[src/rtl/rlcg_pkg.sv]
// shared types and constants for the ranged lcg generator
// no dependencies
`timescale 1ns / 1ps

package rlcg_pkg;

  localparam int unsigned DataW = 32;
  localparam int unsigned ModeW = 2;
  localparam int unsigned StepW = 5;   // counts the 32 divider steps

  localparam logic [DataW-1:0] SeedReset = 32'd1063523561;

  // register indexes
  localparam logic REG_START_SEED = 1'b0;
  localparam logic REG_MODE       = 1'b1;

  // seed update modes
  localparam logic [ModeW-1:0] MODE_MOD32749   = 2'd0;
  localparam logic [ModeW-1:0] MODE_MOD2796203 = 2'd1;
  localparam logic [ModeW-1:0] MODE_SHIFTED    = 2'd2;

  localparam logic [DataW-1:0] Mul0 = 32'd32719;
  localparam logic [DataW-1:0] Add0 = 32'd3;
  localparam logic [DataW-1:0] Mod0 = 32'd32749;
  localparam logic [DataW-1:0] Mul1 = 32'd125;
  localparam logic [DataW-1:0] Mod1 = 32'd2796203;
  localparam logic [DataW-1:0] Mul2 = 32'd214013;
  localparam logic [DataW-1:0] Add2 = 32'd2531011;

  // floor(2^32 / modulus), quotient estimate is at most one short
  localparam logic [DataW-1:0] Rcp0 = 32'd131148;
  localparam logic [DataW-1:0] Rcp1 = 32'd1535;

  typedef enum logic [2:0] {
    S_IDLE,
    S_MUL,
    S_REDUCE,
    S_BACK,
    S_FIX,
    S_PICK,
    S_RANGE_WAIT,
    S_DONE
  } state_t;

  typedef struct packed {
    logic             start;
    logic [DataW-1:0] dividend;
    logic [DataW-1:0] divisor;
  } div_req_t;

  typedef struct packed {
    logic             done;
    logic [DataW-1:0] remainder;
  } div_rsp_t;

endpackage

[src/rtl/rlcg_divider.sv]
// bit-serial restoring divider, remainder only, one bit per cycle
// depends on rlcg_pkg
`timescale 1ns / 1ps

module rlcg_divider
  import rlcg_pkg::*;
(
  input  logic     clk,
  input  logic     rst,
  input  div_req_t req,
  output div_rsp_t rsp
);

  logic             busy;
  logic             done;
  logic [StepW-1:0] count;
  logic [DataW-1:0] rem;
  logic [DataW-1:0] dvd;
  logic [DataW-1:0] dvs;
  logic [DataW:0]   trial;
  logic [DataW:0]   diff;

  assign trial = {rem, dvd[DataW-1]};
  assign diff  = trial - {1'b0, dvs};

  always_ff @(posedge clk) begin
    if (rst) begin
      busy  <= 1'b0;
      done  <= 1'b0;
      count <= '0;
    end else begin
      done <= 1'b0;
      if (req.start) begin
        busy  <= 1'b1;
        count <= '0;
      end else if (busy) begin
        count <= count + 1'b1;
        if (count == {StepW{1'b1}}) begin
          busy <= 1'b0;
          done <= 1'b1;
        end
      end
    end
  end

  always_ff @(posedge clk) begin
    if (req.start) begin
      rem <= '0;
      dvd <= req.dividend;
      dvs <= req.divisor;
    end else if (busy) begin
      // keep the trial difference when it does not go negative
      rem <= diff[DataW] ? trial[DataW-1:0] : diff[DataW-1:0];
      dvd <= {dvd[DataW-2:0], 1'b0};
    end
  end

  assign rsp.done      = done;
  assign rsp.remainder = rem;

endmodule

[src/rtl/ranged_lcg_random_generator.sv]
// ranged lcg random generator, top level: sequencer, seed update and registers
// depends on rlcg_pkg and rlcg_divider
// a request walks S_MUL, S_REDUCE, S_BACK, S_FIX, S_PICK, S_RANGE_WAIT to S_DONE;
//   the shifted mode skips S_BACK and S_FIX, the full range skips the divide, and
//   an empty range goes straight to S_DONE; one request at a time, the next taken in
//   S_IDLE after out_valid with out_ready high; reset: seed 1063523561, mode 0, idle
`timescale 1ns / 1ps

module ranged_lcg_random_generator
  import rlcg_pkg::*;
(
  input  logic             clk,
  input  logic             rst,
  // configuration writes
  input  logic             cfg_write,
  input  logic             cfg_index,
  input  logic [DataW-1:0] cfg_data,
  // request channel
  input  logic             in_valid,
  output logic             in_ready,
  input  logic [DataW-1:0] minimum,
  input  logic [DataW-1:0] maximum,
  // result channel
  output logic             out_valid,
  input  logic             out_ready,
  output logic [DataW-1:0] value
);

  state_t state, state_next;

  logic [DataW-1:0] seed;
  logic [ModeW-1:0] mode;
  logic [DataW-1:0] lo;
  logic [DataW-1:0] width;   // maximum - minimum + 1, zero for the full range
  logic [DataW-1:0] prod;    // seed times multiplier plus increment, wrapped
  logic [DataW-1:0] quot;    // reciprocal estimate of prod / modulus
  logic [DataW-1:0] resid;   // prod - quot * modulus, below twice the modulus
  logic [DataW-1:0] result;

  logic             in_accept;
  logic             shifted_mode;
  logic [DataW-1:0] mul_k;
  logic [DataW-1:0] add_k;
  logic [DataW-1:0] mod_k;
  logic [DataW-1:0] rcp_k;

  logic [DataW-1:0]   mul_a;
  logic [DataW-1:0]   mul_b;
  logic [2*DataW-1:0] mul_p;

  div_req_t div_req;
  div_rsp_t div_rsp;

  assign in_accept    = in_valid && in_ready;
  assign shifted_mode = (mode == MODE_SHIFTED);

  // per-mode constants; the unused fourth mode behaves as mode 0
  always_comb begin
    unique case (mode)
      MODE_MOD2796203: begin
        mul_k = Mul1;
        add_k = '0;
        mod_k = Mod1;
        rcp_k = Rcp1;
      end
      MODE_SHIFTED: begin
        mul_k = Mul2;
        add_k = Add2;
        mod_k = Mod0;
        rcp_k = Rcp0;
      end
      default: begin
        mul_k = Mul0;
        add_k = Add0;
        mod_k = Mod0;
        rcp_k = Rcp0;
      end
    endcase
  end

  // one multiplier, shared by the seed product, the quotient estimate
  // and the back-multiply of the estimate
  always_comb begin
    mul_a = seed;
    mul_b = mul_k;
    if (state == S_REDUCE) begin
      mul_a = prod;
      mul_b = rcp_k;
    end else if (state == S_BACK) begin
      mul_a = quot;
      mul_b = mod_k;
    end
  end

  assign mul_p = {{DataW{1'b0}}, mul_a} * {{DataW{1'b0}}, mul_b};

  // the divider serves the range pick only
  always_comb begin
    div_req.start    = (state == S_PICK) && (width != '0);
    div_req.dividend = seed;
    div_req.divisor  = width;
  end

  rlcg_divider u_div (
    .clk (clk),
    .rst (rst),
    .req (div_req),
    .rsp (div_rsp)
  );

  // sequencer
  always_ff @(posedge clk) begin
    if (rst) begin
      state <= S_IDLE;
    end else begin
      state <= state_next;
    end
  end

  always_comb begin
    state_next = state;
    in_ready   = 1'b0;
    out_valid  = 1'b0;
    unique case (state)
      S_IDLE: begin
        in_ready = 1'b1;
        if (in_valid) begin
          // empty range goes straight to the result
          state_next = (maximum > minimum) ? S_MUL : S_DONE;
        end
      end
      S_MUL: begin
        state_next = S_REDUCE;
      end
      S_REDUCE: begin
        state_next = shifted_mode ? S_PICK : S_BACK;
      end
      S_BACK: begin
        state_next = S_FIX;
      end
      S_FIX: begin
        state_next = S_PICK;
      end
      S_PICK: begin
        // full range: no modulo, the seed itself is the pick
        state_next = (width == '0) ? S_DONE : S_RANGE_WAIT;
      end
      S_RANGE_WAIT: begin
        if (div_rsp.done) begin
          state_next = S_DONE;
        end
      end
      S_DONE: begin
        out_valid = 1'b1;
        if (out_ready) begin
          state_next = S_IDLE;
        end
      end
      default: begin
        state_next = S_IDLE;
      end
    endcase
  end

  // configuration and seed state
  always_ff @(posedge clk) begin
    if (rst) begin
      seed <= SeedReset;
      mode <= MODE_MOD32749;
    end else if (cfg_write) begin
      if (cfg_index == REG_START_SEED) begin
        seed <= cfg_data;
      end else begin
        mode <= cfg_data[ModeW-1:0];
      end
    end else if (state == S_REDUCE && shifted_mode) begin
      // (x >> 16) & 32767 of the wrapped product
      seed <= {{(DataW-15){1'b0}}, prod[30:16]};
    end else if (state == S_FIX) begin
      // estimate may be one short, one conditional subtract finishes it
      seed <= (resid >= mod_k) ? resid - mod_k : resid;
    end
  end

  // request datapath
  always_ff @(posedge clk) begin
    if (in_accept) begin
      lo     <= minimum;
      width  <= maximum - minimum + 32'd1;
      result <= minimum;
    end
    if (state == S_MUL) begin
      prod <= mul_p[DataW-1:0] + add_k;
    end
    if (state == S_REDUCE) begin
      quot <= mul_p[2*DataW-1:DataW];
    end
    if (state == S_BACK) begin
      resid <= prod - mul_p[DataW-1:0];
    end
    if (state == S_PICK && width == '0) begin
      result <= seed + lo;
    end
    if (state == S_RANGE_WAIT && div_rsp.done) begin
      result <= div_rsp.remainder + lo;
    end
  end

  assign value = result;

endmodule

[config.mk]
export PLATFORM = sky130hd
export DESIGN_NAME = ranged_lcg_random_generator
export DESIGN_NICKNAME = d
export VERILOG_FILES = /design/src/rtl/rlcg_pkg.sv /design/src/rtl/rlcg_divider.sv /design/src/rtl/ranged_lcg_random_generator.sv
export SDC_FILE = /design/constraint.sdc
export NUM_CORES = 2
export LEC_CHECK = 0
export BUFFER_PORTS_ARGS = -buffer_cell sky130_fd_sc_hd__buf_2
export CAP_MARGIN = 20
export CORE_MARGIN = 2
export CORE_UTILIZATION = 25
export DETAILED_ROUTE_END_ITERATION = 16
export SYNTH_ARGS = -nofsm -noshare
export SYNTH_HDL_FRONTEND = slang
export SYNTH_HIERARCHICAL = 1
export SYNTH_SLANG_ARGS = --single-unit
[constraint.sdc]
create_clock -name clk -period 16.6 [get_ports clk]
set_input_delay 3.32 -clock clk [delete_from_list [all_inputs] [get_ports clk]]
set_output_delay 3.32 -clock clk [all_outputs]
set_load 0.05 [all_outputs]
### Word level (Yosys, flattened, before mapping)

Cells that the tools add are included.

* register bits: 332
* bits of input ports: 102
* output and inout port bits: 34
* word-level logic and storage cells: 90

* $add $sub $neg: 9
* multipliers: 1
* $lt $le $gt $ge: 2
* equal/unequal tests: 14
* multiplexer cells: 32
* bitwise logic cells: 1
* reductions and logical operators: 16

Operators by type and width (number)
* $mux 32: 15
* $add 32x32->32: 3
* $sub 32x32->32: 3
* $mul 32x32->64: 1
* $pmux 22 s2: 1
* $pmux 18 s2: 1
* $sub 33x32->33: 1
* $add 32x1->32 const B: 1
* $ge 32x32->1: 1
* $gt 32x32->1: 1
* $logic_not 32->1: 1
* $reduce_bool 32->1: 1
* $pmux 3 s8: 1
* $mux 22: 1
* $mux 18: 1
* $mux 3: 5
* $eq 3x3->1 const B: 4
* $mux 1: 7
* $eq 3x2->1 const B: 2
* $ne 2x2->1 const B: 3
* $reduce_bool 3->1: 2
* $add 5x1->5 const B: 1
* $eq 5x5->1 const B: 1
* $logic_and 1x1->1: 5
* other kinds (11): 12

### Logic depth before layout (Yosys ltp)

* depth after elaboration: 7
* mapped depth: 45
* mapped depth without buffers: 42

### Cells and area by module

The synthesis kept the hierarchy.

By module, submodules not included
* ranged_lcg_random_generator: instances 1, cells each 4326, area an instance 39377.8 um^2, sequential area each 6266.0 um^2
* rlcg_divider: instances 1, cells each 598, area an instance 5960.7 um^2, sequential area each 2702.6 um^2

### Worst setup path after synthesis

OpenSTA, ideal clock, no wires.

* kind: register to register
* start: register state[0]
* end: register resid[23] (data pin)
* library setup time: 260 ps
* arrival: 9744 ps
* data required time: 16340 ps
* path slack: 6596 ps
* stages on the path, launching flop included: 40
* buffers on the path: 5
* period minus slack after synthesis: 10004 ps
* cells stage by stage: dfxtp_1 buf_2 nand2_1 or2_2 clkbuf_1 inv_2 clkbuf_1 buf_1 o21ai_0 nor2_1 fa_1 fa_1 fa_1 inv_1 fa_1 inv_1 ha_1 ha_1 [4 not listed] ha_1 buf_2 a21oi_1 o22ai_1 a211oi_1 nand2_1 a21boi_0 xnor2_1 inv_1 ha_1 o21ai_0 a21oi_1 a221o_1 or2_2 and2_1 o21ai_0 nand2b_1 xor2_1

* word-level cells in the longest chain between the ends: 5
* elaborated cells on any way between the ends: 8
* classes of those cells: add/sub (1); mul (1); eq/ne (2); mux (4)

Ends and longest elaborated chain
* from (decl): line ranged_lcg_random_generator.sv:29 `state_t state, state_next;`
* from (signal assigned): line ranged_lcg_random_generator.sv:116 `state <= state_next;`
* $eq 3x2->1: line ranged_lcg_random_generator.sv:89 `end else if (state == S_BACK) begin`
* $mux 32: line ranged_lcg_random_generator.sv:89
* $mux 32: line ranged_lcg_random_generator.sv:86 `if (state == S_REDUCE) begin`
* $mul 32x32->64 (*): line ranged_lcg_random_generator.sv:95 `assign mul_p = {{DataW{1'b0}}, mul_a} * {{DataW{1'b0}}, mul_b};`
* $sub 32x32->32 (*): line ranged_lcg_random_generator.sv:199 `resid <= prod - mul_p[DataW-1:0];`
* to (signal assigned): line ranged_lcg_random_generator.sv:199
* to (decl): line ranged_lcg_random_generator.sv:37 `logic [DataW-1:0] resid;`

Every way passes the cells marked *; elsewhere a longest branch is shown, timed or not.
A chain may end at the register's enable or synchronous reset.

### Worst setup path in the final report

* start: register state[1]
* end: register resid[31] (data pin)

The elaborated chain is that of the path after synthesis.

==> summary.txt <==
Drt
  – DRT iter0 DRCs: between 3000 and 4000
  – Post-DRT Antenna Nets: 0
  – Vias per cell: slightly below 5
  – DRC: 0
  – DR pass1 iterations: 6
  – Drt wl/cell: between 20 and 25 um
  – Post-Route WL: ~160000 um
  – Via count: 36600

Finish
  – Layout Cell Area excl Fill: 0.0503 mm^2
  – Most frequent cells in the layout: inv_1 (760), fa_1 (554), ha_1 (515)
  – FILL cells: about 19000
  – Layout area overhead: 10.9%
  – NumNets Final: 6199
  – Most common cell after layout, fill and taps aside: inv_1
  – Share of cells above drive strength 1: 0.0710

Critical path
  – Crit. End Element: register
  – CP required: 16910 ps
  – CP max FO: 38
  – CP peak stage delay: roughly 600 ps
  – Worst Path Arrival: 11850 ps
  – Worst path most repeated cell: fa_1
  – CP startpoint kind: register
  – Setup CP Type: reg2reg
  – Critical-path top delay cell: dfxtp_1

Synthesis
  – Async SR Flop Fraction: 0
  – YS warnings: 6
  – Ranking of synthesized cells by area: fa_1 (24%), edfxtp_1 (16%), ha_1 (14%)
  – Synth Cell Area: roughly 0.045 mm^2
  – Synthesized area per cell: 9.21 um^2
  – Post-synthesis cell type count: between 100 and 150
  – Post-Syn Instances: 4924
  – Yosys top cell area share: 0.245
  – Post-synth EDFFs: about 250
  – Sequential-to-total area share from yosys stat: 0.198
  – Ys flop type: edfxtp_1
  – Yosys reg bits: between 300 and 400
  – Yosys top cell by area: fa_1

STA
  – Final hold violations: 0
  – Final min period: around 12000 ps
  – Final worst-path cycle share: 0.695
  – Slew at the pin closest to its max-slew limit: 1130 ps
  – Max Slew Vio Count: 0
  – Worst Skew: between 20 and 25 ps
  – Max-slew headroom: 0.237
  – Highest clock rate: 86.7 MHz
  – Setup-failing EPs final: 0
  – Setup TNS: 0 ps
  – RSZ-0062 raised after global routing: no
  – Hold_ws: around 450 ps

Floorplanning
  – Die H: 430 um
  – DIE AREA: 0.185 mm^2
  – Effective utilization at floorplan: 0.251
  – IO Count: 136
  – Chip Width: roughly 430 um
  – # rows: 156
  – Area of the core: ~0.18 mm^2

Placed design
  – GP Congestion: just under 1
  – IO buf count: 135
  – DP HPWL: 130000 um
  – Cell Area, Placed: between 0.04 and 0.05 mm^2

CTS
  – Clk Latency, worst-skew pair: roughly 570 ps
  – CTS tree: yes
  – Clock Tree Root: clkbuf_16
  – # resized after CTS: 0
  – Hold Buf Count CTS: 0
  – Clock Pin Slew Worst Setup and Hold Paths: ~70 ps
  – Clock buffer depth: 3
  – Htree depth: 2
  – CTS buffer count: 38
  – Sink Count: between 300 and 400
  – Setup Buffers After CTS: 0

GRT
  – Initial antenna violation count: 8
  – Total Routing Usage GR: 0.168
  – First-pass GRT wire length: around 240000 um
  – Largest net degree at the start of global routing: 76
  – Vias in the first global route: roughly 37000
  – GR Overflow Total: 0

Run
  – Max Cap Viol: 0

Outcome
  – Run status: completed

Hold path
  – Hold Crit Class: reg2reg
==> sequential cells by signal (all words and copies together) (netlist names) <==
signal,cells
mode,2
resid,32
state,3
prod,32
u_div/done,1
u_div/dvd,32
value,32
u_div/rem,32
seed,32
u_div/dvs,32
lo,32
width,32
quot,24
u_div/count,5
u_div/busy,1
==> kinds of logic (layout without fill, tap and decap cells) <==
| family | Yosys count | in the layout | synth area share |
|---|---|---|---|
| and+or+nand+nor | 1371 | 1371 | 0.138 |
| adders and majority gates | 1070 | 1070 | 0.387 |
| buffers and inverters | 935 | 1046 | 0.0786 |
| AOI/OAI and AO/OA | 907 | 907 | 0.134 |
| DFF | 324 | 324 | 0.198 |
| xor gates and xnor gates | 248 | 248 | 0.0489 |
| muxes | 67 | 67 | 0.0156 |
| other | 2 | 34 | 0.000166 |
==> through the flow <==
step           worst slack [ps]   util  cells
6_report                   5060  0.278   7437
5_1_grt                    4310  0.278   7437
4_1_cts                    5090  0.278   7427
3_5_place_dp               5100  0.271   7357
3_3_place_gp               5170  0.271   7355
2_1_floorplan              6600      -   4947
==> synth_stat cells (all sizes together) (33+ instances only) <==
cell / count
xor2: 111
a311oi: 37
nor2b: 35
and3: 57
nand4: 40
dfxtp: 76
nor3: 72
clkbuf: 125
ha: 515
a21o: 107
o21bai: 34
a21oi: 256
nand2: 487
a31oi: 37
o21ai: 160
nor2: 424
xnor2: 137
nand3: 74
inv: 765
edfxtp: 248
mux2i: 36
fa: 554
o21a: 33
nand2b: 67
a211oi: 54
==> path summary, 6_finish.rpt <==
path / from / cells after the start / slack [ps] / to
worst max register to register: state[1] / 38 / 5060 / resid[31]
worst min register to register: width[8] / 0 / 450 / u_div/dvs[8]
worst min-delay path: width[8] / 0 / 450 / u_div/dvs[8]
worst max-delay path: state[1] / 38 / 5060 / resid[31]
==> final cells by class <==
class	instances	area, um^2	share of cell area
clock buffers	49	1110	0.0220
diodes	9	22.5	0.000448
repair buffers	198	1160	0.0231
flip-flops and latches	324	8970	0.178
multi-input cells	3688	32900	0.655
inverters	778	2920	0.0581
well taps	2370	2970	0.0590
clock inverters	21	198	0.00393
==> critical path: cells and delay by family, from the launching register on <==
family / cells / cell delay [ps]
flops: 1 / 600
fa+ha+maj: 10 / 4750
simple gates: 5 / 1450
compound gates: 12 / 2360
xor+xnor: 2 / 360
buf+inv: 8 / 1560
mux: 1 / 210
==> routing by layer <==
metal  vias to the layer above  share of wire  track usage
met3                       328          0.066       0.0223
met1                     18200           0.42        0.221
met4                         0          0.054       0.0792
met2                      1390           0.46        0.271
li1                      16700              -            -
met5                         -              0            0
Power is left out: the tool's default activity adds up to more than one toggle a clock period on the data nets, which glitch-free logic cannot reach.
